[config.mk]
export PLATFORM = sky130hd
export DESIGN_NAME = xy_stepper_line_interpolator
export DESIGN_NICKNAME = d
export VERILOG_FILES = /design/src/hdl/xyli_pkg.sv /design/src/hdl/xyli_cfg.sv /design/src/hdl/xyli_core.sv /design/src/hdl/xy_stepper_line_interpolator.sv
export SDC_FILE = /design/constraint.sdc
export NUM_CORES = 1
export LEC_CHECK = 0
export BUFFER_PORTS_ARGS = -buffer_cell sky130_fd_sc_hd__clkbuf_2
export CORE_ASPECT_RATIO = 1.25
export CORE_UTILIZATION = 26
export CTS_CLUSTER_SIZE = 28
export DETAILED_ROUTE_END_ITERATION = 7
export GPL_ROUTABILITY_DRIVEN = 0
export GPL_TIMING_DRIVEN = 0
export HOLD_SLACK_MARGIN = 0.08
export SYNTH_ARGS = -nofsm -noshare
export SYNTH_HDL_FRONTEND = slang
export SYNTH_SLANG_ARGS = --single-unit
[constraint.sdc]
create_clock -name clk_i -period 18.4 [get_ports clk_i]
set_input_delay 3.68 -clock clk_i [delete_from_list [all_inputs] [get_ports clk_i]]
set_output_delay 3.68 -clock clk_i [all_outputs]
set_load 0.02 [all_outputs]
[src/hdl/xyli_pkg.sv]
`timescale 1ns / 1ps

package xyli_pkg;

  // Item kind carried in the input tuser
  typedef enum logic {
    OP_TICK  = 1'b0,
    OP_START = 1'b1
  } op_e;

  // Configuration register indexes
  typedef enum logic [1:0] {
    CFG_X_DIR_POL = 2'd0,
    CFG_Y_DIR_POL = 2'd1,
    CFG_X_LIMIT   = 2'd2,
    CFG_Y_LIMIT   = 2'd3
  } cfg_reg_e;

  // Bit positions of the result flags inside the output tdata
  localparam int unsigned RES_STEP_X = 0;
  localparam int unsigned RES_STEP_Y = 1;
  localparam int unsigned RES_DIR_X  = 2;
  localparam int unsigned RES_DIR_Y  = 3;
  localparam int unsigned RES_BUSY   = 4;
  localparam int unsigned RES_DONE   = 5;
  localparam int unsigned RES_FLAGS  = 6;

  // Per-item status flags from the stepping core
  typedef struct packed {
    logic done;
    logic busy;
    logic dir_y;
    logic dir_x;
    logic step_y;
    logic step_x;
  } flags_t;

endpackage

[src/hdl/xyli_cfg.sv]
`timescale 1ns / 1ps

module xyli_cfg #(
  parameter int unsigned POS_BITS = 24
) (
  input  logic                 clk_i,
  input  logic                 rst_ni,
  input  logic                 wr_en_i,
  input  xyli_pkg::cfg_reg_e   wr_index_i,
  input  logic [POS_BITS-2:0]  wr_data_i,
  output logic                 x_pol_o,
  output logic                 y_pol_o,
  output logic [POS_BITS-2:0]  x_lim_o,
  output logic [POS_BITS-2:0]  y_lim_o
);
  import xyli_pkg::*;

  logic                x_pol_q, y_pol_q;
  logic [POS_BITS-2:0] x_lim_q, y_lim_q;

  // Take one register write per transfer
  always_ff @(posedge clk_i or negedge rst_ni) begin
    if (!rst_ni) begin
      x_pol_q <= 1'b0;
      y_pol_q <= 1'b0;
      x_lim_q <= '1;
      y_lim_q <= '1;
    end else if (wr_en_i) begin
      unique case (wr_index_i)
        CFG_X_DIR_POL: x_pol_q <= wr_data_i[0];
        CFG_Y_DIR_POL: y_pol_q <= wr_data_i[0];
        CFG_X_LIMIT:   x_lim_q <= wr_data_i;
        CFG_Y_LIMIT:   y_lim_q <= wr_data_i;
        default: ;
      endcase
    end
  end

  assign x_pol_o = x_pol_q;
  assign y_pol_o = y_pol_q;
  assign x_lim_o = x_lim_q;
  assign y_lim_o = y_lim_q;

endmodule

[src/hdl/xyli_core.sv]
`timescale 1ns / 1ps

module xyli_core #(
  parameter int unsigned POS_BITS = 24
) (
  input  logic                        clk_i,
  input  logic                        rst_ni,
  input  logic                        en_i,
  input  xyli_pkg::op_e               op_i,
  input  logic                        rel_i,
  input  logic signed [POS_BITS-1:0]  tgt_x_i,
  input  logic signed [POS_BITS-1:0]  tgt_y_i,
  input  logic                        x_pol_i,
  input  logic                        y_pol_i,
  input  logic        [POS_BITS-2:0]  x_lim_i,
  input  logic        [POS_BITS-2:0]  y_lim_i,
  output xyli_pkg::flags_t            flags_o,
  output logic signed [POS_BITS-1:0]  pos_x_o,
  output logic signed [POS_BITS-1:0]  pos_y_o
);
  import xyli_pkg::*;

  localparam int unsigned DLT_BITS = POS_BITS + 1;
  localparam int unsigned ERR_BITS = POS_BITS + 3;
  localparam int unsigned E2_BITS  = ERR_BITS + 1;

  // Move state
  logic signed [POS_BITS-1:0] cur_x_q, cur_x_d, cur_y_q, cur_y_d;
  logic signed [POS_BITS-1:0] goal_x_q, goal_x_d, goal_y_q, goal_y_d;
  logic signed [DLT_BITS-1:0] abs_dx_q, abs_dx_d, neg_dy_q, neg_dy_d;
  logic signed [ERR_BITS-1:0] err_q, err_d;
  logic sign_x_q, sign_x_d, sign_y_q, sign_y_d;
  logic pin_x_q, pin_x_d, pin_y_q, pin_y_d;
  logic phase_q, phase_d, moving_q, moving_d;

  // Start path
  logic signed [POS_BITS-1:0] st_tx, st_ty;
  logic signed [DLT_BITS-1:0] ddx, ddy, st_abs_dx, st_neg_dy;
  logic signed [ERR_BITS-1:0] st_err;
  logic                       ddx_pos, ddy_pos;

  // Tick path
  logic signed [E2_BITS-1:0]  e2;
  logic                       tst_x, tst_y;
  logic signed [POS_BITS-1:0] nx, ny, lim_x, lim_y;
  logic                       pul_x, pul_y;
  logic signed [ERR_BITS-1:0] add_x, add_y, err_tick;
  logic                       reached;
  logic                       px, py, done;

  // Plan a move: goal, signs, deltas and the starting error
  always_comb begin
    st_tx     = rel_i ? cur_x_q + tgt_x_i : tgt_x_i;
    st_ty     = rel_i ? cur_y_q + tgt_y_i : tgt_y_i;
    ddx       = DLT_BITS'(st_tx) - DLT_BITS'(cur_x_q);
    ddy       = DLT_BITS'(st_ty) - DLT_BITS'(cur_y_q);
    ddx_pos   = !ddx[DLT_BITS-1] && (ddx != '0);
    ddy_pos   = !ddy[DLT_BITS-1] && (ddy != '0);
    st_abs_dx = ddx_pos ? ddx : -ddx;
    st_neg_dy = ddy_pos ? -ddy : ddy;
    st_err    = ERR_BITS'(st_abs_dx) + ERR_BITS'(st_neg_dy);
  end

  // Error test and one-tick position advance per axis
  always_comb begin
    e2      = {err_q, 1'b0};
    tst_x   = e2 >= E2_BITS'(neg_dy_q);
    tst_y   = e2 <= E2_BITS'(abs_dx_q);
    nx      = sign_x_q ? cur_x_q - POS_BITS'(1) : cur_x_q + POS_BITS'(1);
    ny      = sign_y_q ? cur_y_q - POS_BITS'(1) : cur_y_q + POS_BITS'(1);
    lim_x   = {1'b0, x_lim_i};
    lim_y   = {1'b0, y_lim_i};
    pul_x   = pin_x_q ? (nx < lim_x) : (!nx[POS_BITS-1] && (nx != '0));
    pul_y   = pin_y_q ? (ny < lim_y) : (!ny[POS_BITS-1] && (ny != '0));
    add_x   = tst_x ? ERR_BITS'(neg_dy_q) : '0;
    add_y   = tst_y ? ERR_BITS'(abs_dx_q) : '0;
    err_tick = err_q + add_x + add_y;
    reached = (cur_x_q == goal_x_q) && (cur_y_q == goal_y_q);
  end

  // Next state for the item in flight
  always_comb begin
    cur_x_d  = cur_x_q;
    cur_y_d  = cur_y_q;
    goal_x_d = goal_x_q;
    goal_y_d = goal_y_q;
    abs_dx_d = abs_dx_q;
    neg_dy_d = neg_dy_q;
    err_d    = err_q;
    sign_x_d = sign_x_q;
    sign_y_d = sign_y_q;
    pin_x_d  = pin_x_q;
    pin_y_d  = pin_y_q;
    phase_d  = phase_q;
    moving_d = moving_q;
    px       = 1'b0;
    py       = 1'b0;
    done     = 1'b0;
    if (en_i) begin
      if (op_i == OP_START) begin
        goal_x_d = st_tx;
        goal_y_d = st_ty;
        sign_x_d = !ddx_pos;
        sign_y_d = !ddy_pos;
        pin_x_d  = ddx_pos ? x_pol_i : !x_pol_i;
        pin_y_d  = ddy_pos ? y_pol_i : !y_pol_i;
        abs_dx_d = st_abs_dx;
        neg_dy_d = st_neg_dy;
        err_d    = st_err;
        moving_d = 1'b1;
      end else if (moving_q) begin
        if (reached) begin
          moving_d = 1'b0;
          done     = 1'b1;
        end else begin
          if (!phase_q) begin
            if (tst_x) begin
              cur_x_d = nx;
              px      = pul_x;
            end
            if (tst_y) begin
              cur_y_d = ny;
              py      = pul_y;
            end
            err_d = err_tick;
          end
          phase_d = !phase_q;
        end
      end
    end
  end

  always_ff @(posedge clk_i or negedge rst_ni) begin
    if (!rst_ni) begin
      cur_x_q  <= '0;
      cur_y_q  <= '0;
      goal_x_q <= '0;
      goal_y_q <= '0;
      abs_dx_q <= '0;
      neg_dy_q <= '0;
      err_q    <= '0;
      sign_x_q <= 1'b0;
      sign_y_q <= 1'b0;
      pin_x_q  <= 1'b0;
      pin_y_q  <= 1'b0;
      phase_q  <= 1'b0;
      moving_q <= 1'b0;
    end else begin
      cur_x_q  <= cur_x_d;
      cur_y_q  <= cur_y_d;
      goal_x_q <= goal_x_d;
      goal_y_q <= goal_y_d;
      abs_dx_q <= abs_dx_d;
      neg_dy_q <= neg_dy_d;
      err_q    <= err_d;
      sign_x_q <= sign_x_d;
      sign_y_q <= sign_y_d;
      pin_x_q  <= pin_x_d;
      pin_y_q  <= pin_y_d;
      phase_q  <= phase_d;
      moving_q <= moving_d;
    end
  end

  // Result of this item, taken by the output register
  always_comb begin
    flags_o.step_x = px;
    flags_o.step_y = py;
    flags_o.dir_x  = pin_x_d;
    flags_o.dir_y  = pin_y_d;
    flags_o.busy   = moving_d;
    flags_o.done   = done;
  end

  assign pos_x_o = cur_x_d;
  assign pos_y_o = cur_y_d;

endmodule

[src/hdl/xy_stepper_line_interpolator.sv]
`timescale 1ns / 1ps
// An item is captured in the input register and its result is held in the result register.
// One item per cycle unless the result stalls; the position/error state updates per item.
// The output register lets a new item enter while a finished result waits for m_axis_tready.
// Reset (rst_ni low, asynchronous) clears position, goal, error, phase and move state,
// sets polarities to 0 and both limits to all ones, and empties both register stages.
module xy_stepper_line_interpolator #(
  parameter int unsigned POS_BITS = 24
) (
  input  logic                       clk_i,
  input  logic                       rst_ni,
  // input stream
  input  logic                       s_axis_tvalid,
  output logic                       s_axis_tready,
  // target_x, target_y, zero pad
  input  logic [((2*POS_BITS+7)/8)*8-1:0] s_axis_tdata,
  // operation, relative
  input  logic [1:0]                 s_axis_tuser,
  // result stream
  output logic                       m_axis_tvalid,
  input  logic                       m_axis_tready,
  // step_x, step_y, dir_x, dir_y, busy_res, done_res, pos_x, pos_y, zero pad
  output logic [((2*POS_BITS+6+7)/8)*8-1:0] m_axis_tdata,
  // configuration writes
  input  logic                       cfg_valid_i,
  output logic                       cfg_ready_o,
  input  xyli_pkg::cfg_reg_e         cfg_index_i,
  input  logic [POS_BITS-2:0]        cfg_data_i
);
  import xyli_pkg::*;

  localparam int unsigned OUT_BITS = ((2*POS_BITS+6+7)/8)*8;
  localparam int unsigned RES_BITS = RES_FLAGS + 2*POS_BITS;

  logic                       s_fire, adv;
  logic                       in_vld_q, in_vld_d;
  op_e                        in_op_q;
  logic                       in_rel_q;
  logic signed [POS_BITS-1:0] in_tx_q, in_ty_q;
  logic                       m_vld_q, m_vld_d;
  logic [RES_BITS-1:0]        res_q;
  logic                       x_pol, y_pol;
  logic [POS_BITS-2:0]        x_lim, y_lim;
  flags_t                     flags;
  logic signed [POS_BITS-1:0] pos_x, pos_y;

  // Stage handshake: advance when the result register is free or being drained
  assign adv           = in_vld_q && (!m_vld_q || m_axis_tready);
  assign s_axis_tready = !in_vld_q || adv;
  assign s_fire        = s_axis_tvalid && s_axis_tready;
  assign cfg_ready_o   = 1'b1;

  always_comb begin
    in_vld_d = in_vld_q;
    if (s_fire) begin
      in_vld_d = 1'b1;
    end else if (adv) begin
      in_vld_d = 1'b0;
    end
    m_vld_d = m_vld_q;
    if (adv) begin
      m_vld_d = 1'b1;
    end else if (m_axis_tready) begin
      m_vld_d = 1'b0;
    end
  end

  always_ff @(posedge clk_i or negedge rst_ni) begin
    if (!rst_ni) begin
      in_vld_q <= 1'b0;
      m_vld_q  <= 1'b0;
    end else begin
      in_vld_q <= in_vld_d;
      m_vld_q  <= m_vld_d;
    end
  end

  // Capture the input item on each transfer
  always_ff @(posedge clk_i) begin
    if (s_fire) begin
      in_op_q  <= op_e'(s_axis_tuser[0]);
      in_rel_q <= s_axis_tuser[1];
      in_tx_q  <= s_axis_tdata[POS_BITS-1:0];
      in_ty_q  <= s_axis_tdata[2*POS_BITS-1:POS_BITS];
    end
  end

  xyli_cfg #(
    .POS_BITS (POS_BITS)
  ) u_cfg (
    .clk_i      (clk_i),
    .rst_ni     (rst_ni),
    .wr_en_i    (cfg_valid_i),
    .wr_index_i (cfg_index_i),
    .wr_data_i  (cfg_data_i),
    .x_pol_o    (x_pol),
    .y_pol_o    (y_pol),
    .x_lim_o    (x_lim),
    .y_lim_o    (y_lim)
  );

  xyli_core #(
    .POS_BITS (POS_BITS)
  ) u_core (
    .clk_i   (clk_i),
    .rst_ni  (rst_ni),
    .en_i    (adv),
    .op_i    (in_op_q),
    .rel_i   (in_rel_q),
    .tgt_x_i (in_tx_q),
    .tgt_y_i (in_ty_q),
    .x_pol_i (x_pol),
    .y_pol_i (y_pol),
    .x_lim_i (x_lim),
    .y_lim_i (y_lim),
    .flags_o (flags),
    .pos_x_o (pos_x),
    .pos_y_o (pos_y)
  );

  // Hold the result until its transfer
  always_ff @(posedge clk_i) begin
    if (adv) begin
      res_q <= {pos_y, pos_x, flags.done, flags.busy, flags.dir_y, flags.dir_x,
                flags.step_y, flags.step_x};
    end
  end

  assign m_axis_tvalid = m_vld_q;
  assign m_axis_tdata  = OUT_BITS'(res_q);

endmodule

==> summary.md, run 1 <==
| Metric | Value |
|---|---|
| Largest net degree at the start of global routing | 85 |
| # clock sinks | 333 |
| Clk slew on worst S/H paths | ~0.07 ns |
| Fin Setup TNS | 0 ns |
| WP data arrival | roughly 12 ns |
| DIE WIDTH | between 200 and 300 µm |
| EDFF count, synth | 104 |
| Port Buffers | 135 |
| Setup Buffers After CTS | 0 |
| Seq/Total Area, Yosys | 32.94% |
| Final min period | between 10 and 15 ns |
| Tot GR Track Use | between 15 and 20% |
| Syn Inst Count | between 2000 and 3000 |
| Worst-Margin Slew | roughly 1.3 ns |
| DRC viols | 0 |
| Metal2 WL | roughly 42000 µm |
| Detail Route Antenna Nets | 0 |
| CP Launch Type | flop |
| Ys flop type | dfrtp_1 |
| Max clock buf depth | 3 |
| Unique masters post-synth | 100 |
| TritonCTS Buffers | 37 |
| Synth Cell Area | about 0.027 mm² |
| CP Capture Type | flop |
| Worst endpoint required time | 18.90 ns |
| CTS root buf | clkbuf_16 |
| First-pass GRT wire length | about 130000 µm |
| Final hold violations | 0 |
| Routed wire length on met3 | 2694 µm |
| Area growth from synthesis to layout | 14.12% |
| Post-CTS Hold Fix Bufs | 0 |
| Row cnt | around 130 |
| Max-slew violations | 0 |
| Cts repair resizes | 0 |
| Flops & latches, synth | 333 |
| Core area | between 0.1 and 0.15 mm² |
| Clk_skew | about 0.019 ns |
| Final setup viols | 0 |
| CTS tree | yes |
| Final Cycle Share | between 60% and 70% |
| Die Ht | between 300 and 400 µm |
| Ports | ~140 |
| Yosys top cell area share | between 15 and 20% |
| Vias per inst | 4.928 |
| Wire per inst | 18.72 µm |
| Status | finished clean |
| DRT Pass-1 Iters | 5 |
| Kind of critical path | flop to flop |
| Area contributors post-synth | dfrtp_1 17%, ha_1 13%, edfxtp_1 12% |
| Worst hold path class | flop to flop |
| Slew margin rel. | about 16% |
| Fmax | around 0.089 GHz |
| Max cap viols | 0 |
| Remaining Overflow, GRT | 0 |
| Routed via count | ~22000 |
| Initial DRC Count | 1230 |
| RSZ-0062 raised after global routing | no |
| CP peak stage delay | just under 0.7 ns |
| Initial antenna violation count | 2 |
| Met1 Wirelength | 33650 µm |
| Routed wire length | roughly 83000 µm |
| Yosys top cell by area | dfrtp_1 |
| Top routing layer in use | met4 |
| Starting density of the core | 26.37% |
| Inserted Diodes | 0 |
| Nets@finish | about 3500 |
| CP max FO | 10 |
| Clk_lat worst skew | approximately 0.58 ns |
| Slowest CP cell | dfrtp_1 |
| Vias in the first global route | approximately 22000 |
| Share of cells above drive strength 1 | 14.77% |
| Syn. warnings | 0 |
| Asr flop ratio synth | 68.77% |
| H-tree levels | 2 |
| Die area | roughly 0.11 mm² |
| HPWL Detailed | 67710 µm |
| Mean area per synthesized cell | 9.288 µm² |
stage by stage:
stage | std cells | area, µm² | worst slack, ns | hold slack (ns) | util [%]
after floorplan | 2914 | 27060 | 8.955 | 0.4666 | -
after detailed placement | 4384 | 29510 | 7.194 | 0.4836 | 28.76
after global placement | 4379 | 29400 | 7.242 | 0.4801 | 28.65
after global routing | 4451 | 30880 | 6.289 | 0.5151 | 30.09
after CTS | 4451 | 30880 | 7.125 | 0.4983 | 30.09
final | 4451 | 30880 | 7.121 | 0.4958 | 30.09
placed cells by master, fill, tap and decap left out, types with 49 or more instances in the layout:
| cell | n |
|---|---|
| o21ai_0 | 161 |
| a21oi_1 | 172 |
| edfxtp_1 | 104 |
| nand2_1 | 273 |
| clkbuf_2 | 134 |
| mux2_2 | 149 |
| dfrtp_1 | 183 |
| ha_1 | 290 |
| nor2_1 | 154 |
| a21o_1 | 72 |
| nor3_1 | 49 |
| clkbuf_1 | 57 |
| xnor2_1 | 191 |
| inv_1 | 289 |
critical path: cells and delay by family (launching register included):
kind	cells	cell delay (ns)
muxes	2	0.66
AOI/OAI and AO/OA	26	5.70
xor gates and xnor gates	1	0.12
DFF	1	0.68
adders and majority gates	6	2.03
and+or+nand+nor	7	1.50
buffers and inverters	3	0.49
registers in the layout, indices dropped and copies added, names as in the netlist, 23 cells and up:
signal           count
res_q               54
u_core.err_q        27
u_core.abs_dx_q     25
u_core.neg_dy_q     25
in_tx_q             24
in_ty_q             24
u_core.cur_x_q      24
u_core.cur_y_q      24
u_core.goal_x_q     24
u_core.goal_y_q     24
u_cfg.x_lim_o       23
u_cfg.y_lim_o       23
cell families (layout without fill, tap and decap cells):
kind of cell / count (synthesis) / count (layout) / synth area share, %
DFF: 333 / 333 / 32.94
buffers and inverters: 364 / 571 / 5.142
other: 2 / 3 / 0.02776
AOI/OAI and AO/OA: 696 / 696 / 17.04
muxes: 158 / 158 / 6.534
adders and majority gates: 328 / 328 / 16.08
xor gates and xnor gates: 237 / 237 / 7.672
and+or+nand+nor: 795 / 795 / 14.57
cells in the mapped netlist, types with 17 or more instances:
master / instances
edfxtp_1: 104
inv_1: 290
mux2_2: 149
a21oi_1: 172
o211ai_1: 24
nand2_1: 273
and3_1: 34
o21ai_0: 161
o21a_1: 39
a211oi_1: 33
clkbuf_1: 53
o21bai_1: 25
nand4_1: 30
nor2b_1: 40
xor2_1: 46
dfrtp_1: 183
dfstp_2: 46
nor2_1: 154
a31oi_1: 17
nand3_1: 44
or4_1: 18
and2_1: 19
ha_1: 290
fa_1: 34
a21o_1: 72
nand2b_1: 46
nor3_1: 49
or3_1: 24
xnor2_1: 191
layer usage:
layer | up-vias | track usage, %
met1 | 10540 | 17.69
met5 | - | 0
met2 | 475 | 29.06
met3 | 167 | 1.567
met4 | 0 | 8.403
li1 | 10750 | -
worst paths after layout:
check,cells after the start,slack (ns),end,from
setup / recovery,45,7.12,u_core.err_q[25]$_DFFE_PN0P_,u_core.cur_x_q[0]$_DFF_PN0_
hold / removal,2,0.50,u_core.goal_x_q[14]$_DFFE_PN0P_,u_core.goal_x_q[14]$_DFFE_PN0P_
setup reg to reg,45,7.12,u_core.err_q[25]$_DFFE_PN0P_,u_core.cur_x_q[0]$_DFF_PN0_
hold reg to reg,2,0.50,u_core.goal_x_q[14]$_DFFE_PN0P_,u_core.goal_x_q[14]$_DFFE_PN0P_
max in group asynchronous,3,14.05,u_core.neg_dy_q[4]$_DFFE_PN0P_,rst_ni
min in group asynchronous,1,3.11,u_core.cur_x_q[15]$_DFF_PN0_,rst_ni
cell type report:
class | instances | area (µm²)
Fill cell | 10820 | 71730
Multi-Input combinational cell | 2217 | 16760
Sequential cell | 333 | 8911
Tap cell | 1330 | 1664
Inverter | 290 | 1089
Clock buffer | 46 | 1010
Timing Repair Buffer | 140 | 787.0
Clock inverter | 21 | 354.1
Buffer | 74 | 302.8
Power of run 1 is not shown: default switching activity piles up to over one toggle a cycle in this logic, so the estimate is an artifact.
==> run 2: changes to the inputs <==
- clock period: 18.4 -> 9.3 ns (I/O delays scaled with it)
==> run 2 against run 1 <==
The run now ends with DRC left. Final cell count rose by 1.8%. Worst setup slack got worse by 7.1 ns. Final area rose by 3.9%. Global-route usage rose by 0.38 points. Flip-flop and latch count did not move. Clock-buffer cell count rose by 6. Sequential share of layout area fell by 1.1 points. Via count rose by 2.6%. Hold slack got worse by 0.0013 ns. First-iteration DRC count fell by 2.5%.
==> summary.md, run 2 (synthesized netlist as in run 1, its figures left out) <==
| Metric | Value |
|---|---|
| Min-delay src | u_core.goal_x_q[5]$_DFFE_PN0P_ |
| Hold endpoint | u_core.goal_x_q[5]$_DFFE_PN0P_ |
| Largest net degree at the start of global routing | 101 (+19%) |
| FF-to-FF path depth | 44 (-2.2%) |
| Starting density of the core | 26.37% (unchanged) |
| Reg with most FFs | res_q |
| CP Launch Type | flop |
| Worst hold path class | flop to flop |
| Port Buffers | 135 (unchanged) |
| CP top delay family | compound AO/OA/AOI/OAI gates |
| Ports | 139 (unchanged) |
| H-tree levels | 2 (unchanged) |
| TritonCTS Buffers | 37 (unchanged) |
| Worst endpoint required time | 9.81 ns (-9.09 ns) |
| Largest regs | res_q x54, u_core.err_q x27 |
| DRT Pass-1 Iters | 8 (+3) |
| Kind of critical path | flop to flop |
| Die Ht | 362.7 µm (unchanged) |
| Most common cell after layout, fill and taps aside | inv_1 |
| Detail Route Antenna Nets | 0 (unchanged) |
| CP peak stage delay | 0.52 ns (-0.16 ns) |
| Clk slew on worst S/H paths | 0.06 ns (about the same) |
| Cell mode on critical path | a21oi_2 |
| Area growth from synthesis to layout | 18.56% |
| Nets@finish | 3575 (+2.2%) |
| Fin Setup TNS | 0 ns (unchanged) |
| Worst R2R Start | u_core.cur_y_q[0]$_DFF_PN0_ |
| DRC viols | 3 (+3) |
| DIE WIDTH | 290.5 µm (unchanged) |
| Initial DRC Count | 1199 (-2.5%) |
| CP Capture Type | flop |
| Routed wire length | 86030 µm (+3.2%) |
| CTS tree | yes |
| Vias per inst | 4.968 (+0.82%) |
| Core area | 0.1026 mm² (unchanged) |
| CP max FO | 10 (unchanged) |
| Metal2 WL | 42840 µm (+1.6%) |
| Top routing layer in use | met4 |
| Share of cells above drive strength 1 | 20.38% (+5.6 points) |
| Max-slew violations | 0 (unchanged) |
| Vias in the first global route | 22900 (+2.9%) |
| Clk_lat worst skew | 0.59 ns (about the same) |
| CTS root buf | clkbuf_16 |
| Row cnt | 131 (unchanged) |
| Max clock buf depth | 3 (unchanged) |
| Commonest cells after routing, fill and taps aside | 285 x inv_1, 277 x ha_1, 271 x nand2_1 |
| Max cap viols | 0 (unchanged) |
| RSZ-0062 raised after global routing | yes |
| First-pass GRT wire length | 132100 µm (+2.5%) |
| Initial antenna violation count | 1 (-1) |
| Largest register FFs | 54 (unchanged) |
| Remaining Overflow, GRT | 0 (unchanged) |
| Inserted Diodes | 0 (unchanged) |
| Final hold violations | 0 (unchanged) |
| Post-CTS Hold Fix Bufs | 0 (unchanged) |
| Slew margin rel. | 13.72% (-2.5 points) |
| Buf/Inv on CP | 5 (+2) |
| Fmax | 0.1078 GHz (+22%) |
| WP data arrival | 9.79 ns (-1.99 ns) |
| # clock sinks | 333 (unchanged) |
| Met1 Wirelength | 34250 µm (+1.8%) |
| HPWL Detailed | 67830 µm (+0.18%) |
| Final min period | 9.279 ns (-2.000 ns) |
| Worst-Margin Slew | 1.292 ns (+0.03749 ns) |
| Failing checks | DRC |
| Status | complete, but fails checks |
| Die area | 0.1054 mm² (unchanged) |
| Clk_skew | 0.02364 ns (+0.004438 ns) |
| Final Cycle Share | 99.77% (+38 points) |
| Worst reg-to-reg setup slack | 0.02 ns (-7.10 ns) |
| Final setup viols | 0 (unchanged) |
| Tot GR Track Use | 16.09% (+0.38 points) |
| Reg2Reg Capture Point | u_core.err_q[26]$_DFFE_PN0P_ |
| Wire per inst | 19.00 µm (+1.5%) |
| Routed via count | 22500 (+2.6%) |
| Routed wire length on met3 | 2832 µm (+5.1%) |
| Slowest CP cell | or4_1 |
| Worst Hold Path Cells | 2 (unchanged) |
[run 2: cell types whose count changed in the layout (fill, tap and decap cells not counted), moves of 7 or more]
cell,change
buf_4,+80
a21oi_1,-22
ha_4,+7
o21ai_2,+8
xnor2_1,-9
a21oi_2,+20
ha_1,-13
o21ai_1,+8
o21ai_0,-16
xnor2_2,+7
[run 2: worst register-to-register path, delay by kind of cell (launching register included)]
family	cells	cell delay, ns
AOI/OAI and AO/OA	24	4.40
adders and majority gates	6	1.81
and+or+nand+nor	9	1.70
buffers and inverters	5	0.81
DFF	1	0.50
[run 2: timing repair]
action | CTS | global route
setup endpoints to repair | 20 | 17
pin swaps | 37 | 51
setup buffers | 54 | 29
endpoints found under the hold margin | 0 | 0
gates resized for setup | 91 | 93
[run 2: per-layer routing]
| metal | vias to the layer above | global-route usage [%] |
|---|---|---|
| li1 | 10900 | - |
| met3 | 223 | 1.616 |
| met1 | 10830 | 17.95 |
| met5 | - | 0 |
| met2 | 548 | 29.29 |
| met4 | 0 | 10.07 |
[run 2: worst max path at each step]
stage	start	end	cells after the start
finish	u_core.cur_y_q[0]$_DFF_PN0_	u_core.err_q[26]$_DFFE_PN0P_	44
global route	u_core.cur_y_q[0]$_DFF_PN0_	u_core.err_q[23]$_DFFE_PN0P_	44
CTS	in_tx_q[1]$_DFFE_PP_	u_core.err_q[26]$_DFFE_PN0P_	43
detailed placement	u_core.cur_x_q[0]$_DFF_PN0_	u_core.err_q[26]$_DFFE_PN0P_	45
global placement	u_core.cur_x_q[0]$_DFF_PN0_	u_core.err_q[26]$_DFFE_PN0P_	45
floorplan	u_core.cur_y_q[0]$_DFF_PN0_	u_core.err_q[23]$_DFFE_PN0P_	45
[run 2: area by class of cell]
type	count	area [µm²]
Sequential cell	333	8919
Timing Repair Buffer	222	1405
Clock inverter	15	177.7
Fill cell	10670	70530
Clock buffer	52	1033
Tap cell	1330	1664
Buffer	70	321.6
Inverter	290	1089
Multi-Input combinational cell	2217	17470
[run 2: through the flow]
step	setup slack [ns]	instances	hold WS [ns]	utilization, %	instance area, µm²
floorplan	0.03462	2914	0.4666	-	27060
global placement	-1.630	4379	0.4780	28.66	29400
detailed placement	-1.710	4383	0.4836	28.75	29500
CTS	-0.1025	4502	0.4989	30.71	31510
global route	-0.3438	4529	0.5305	31.26	32080
finish	0.02098	4529	0.4945	31.26	32080
Power of run 2 is left out for the same reason.
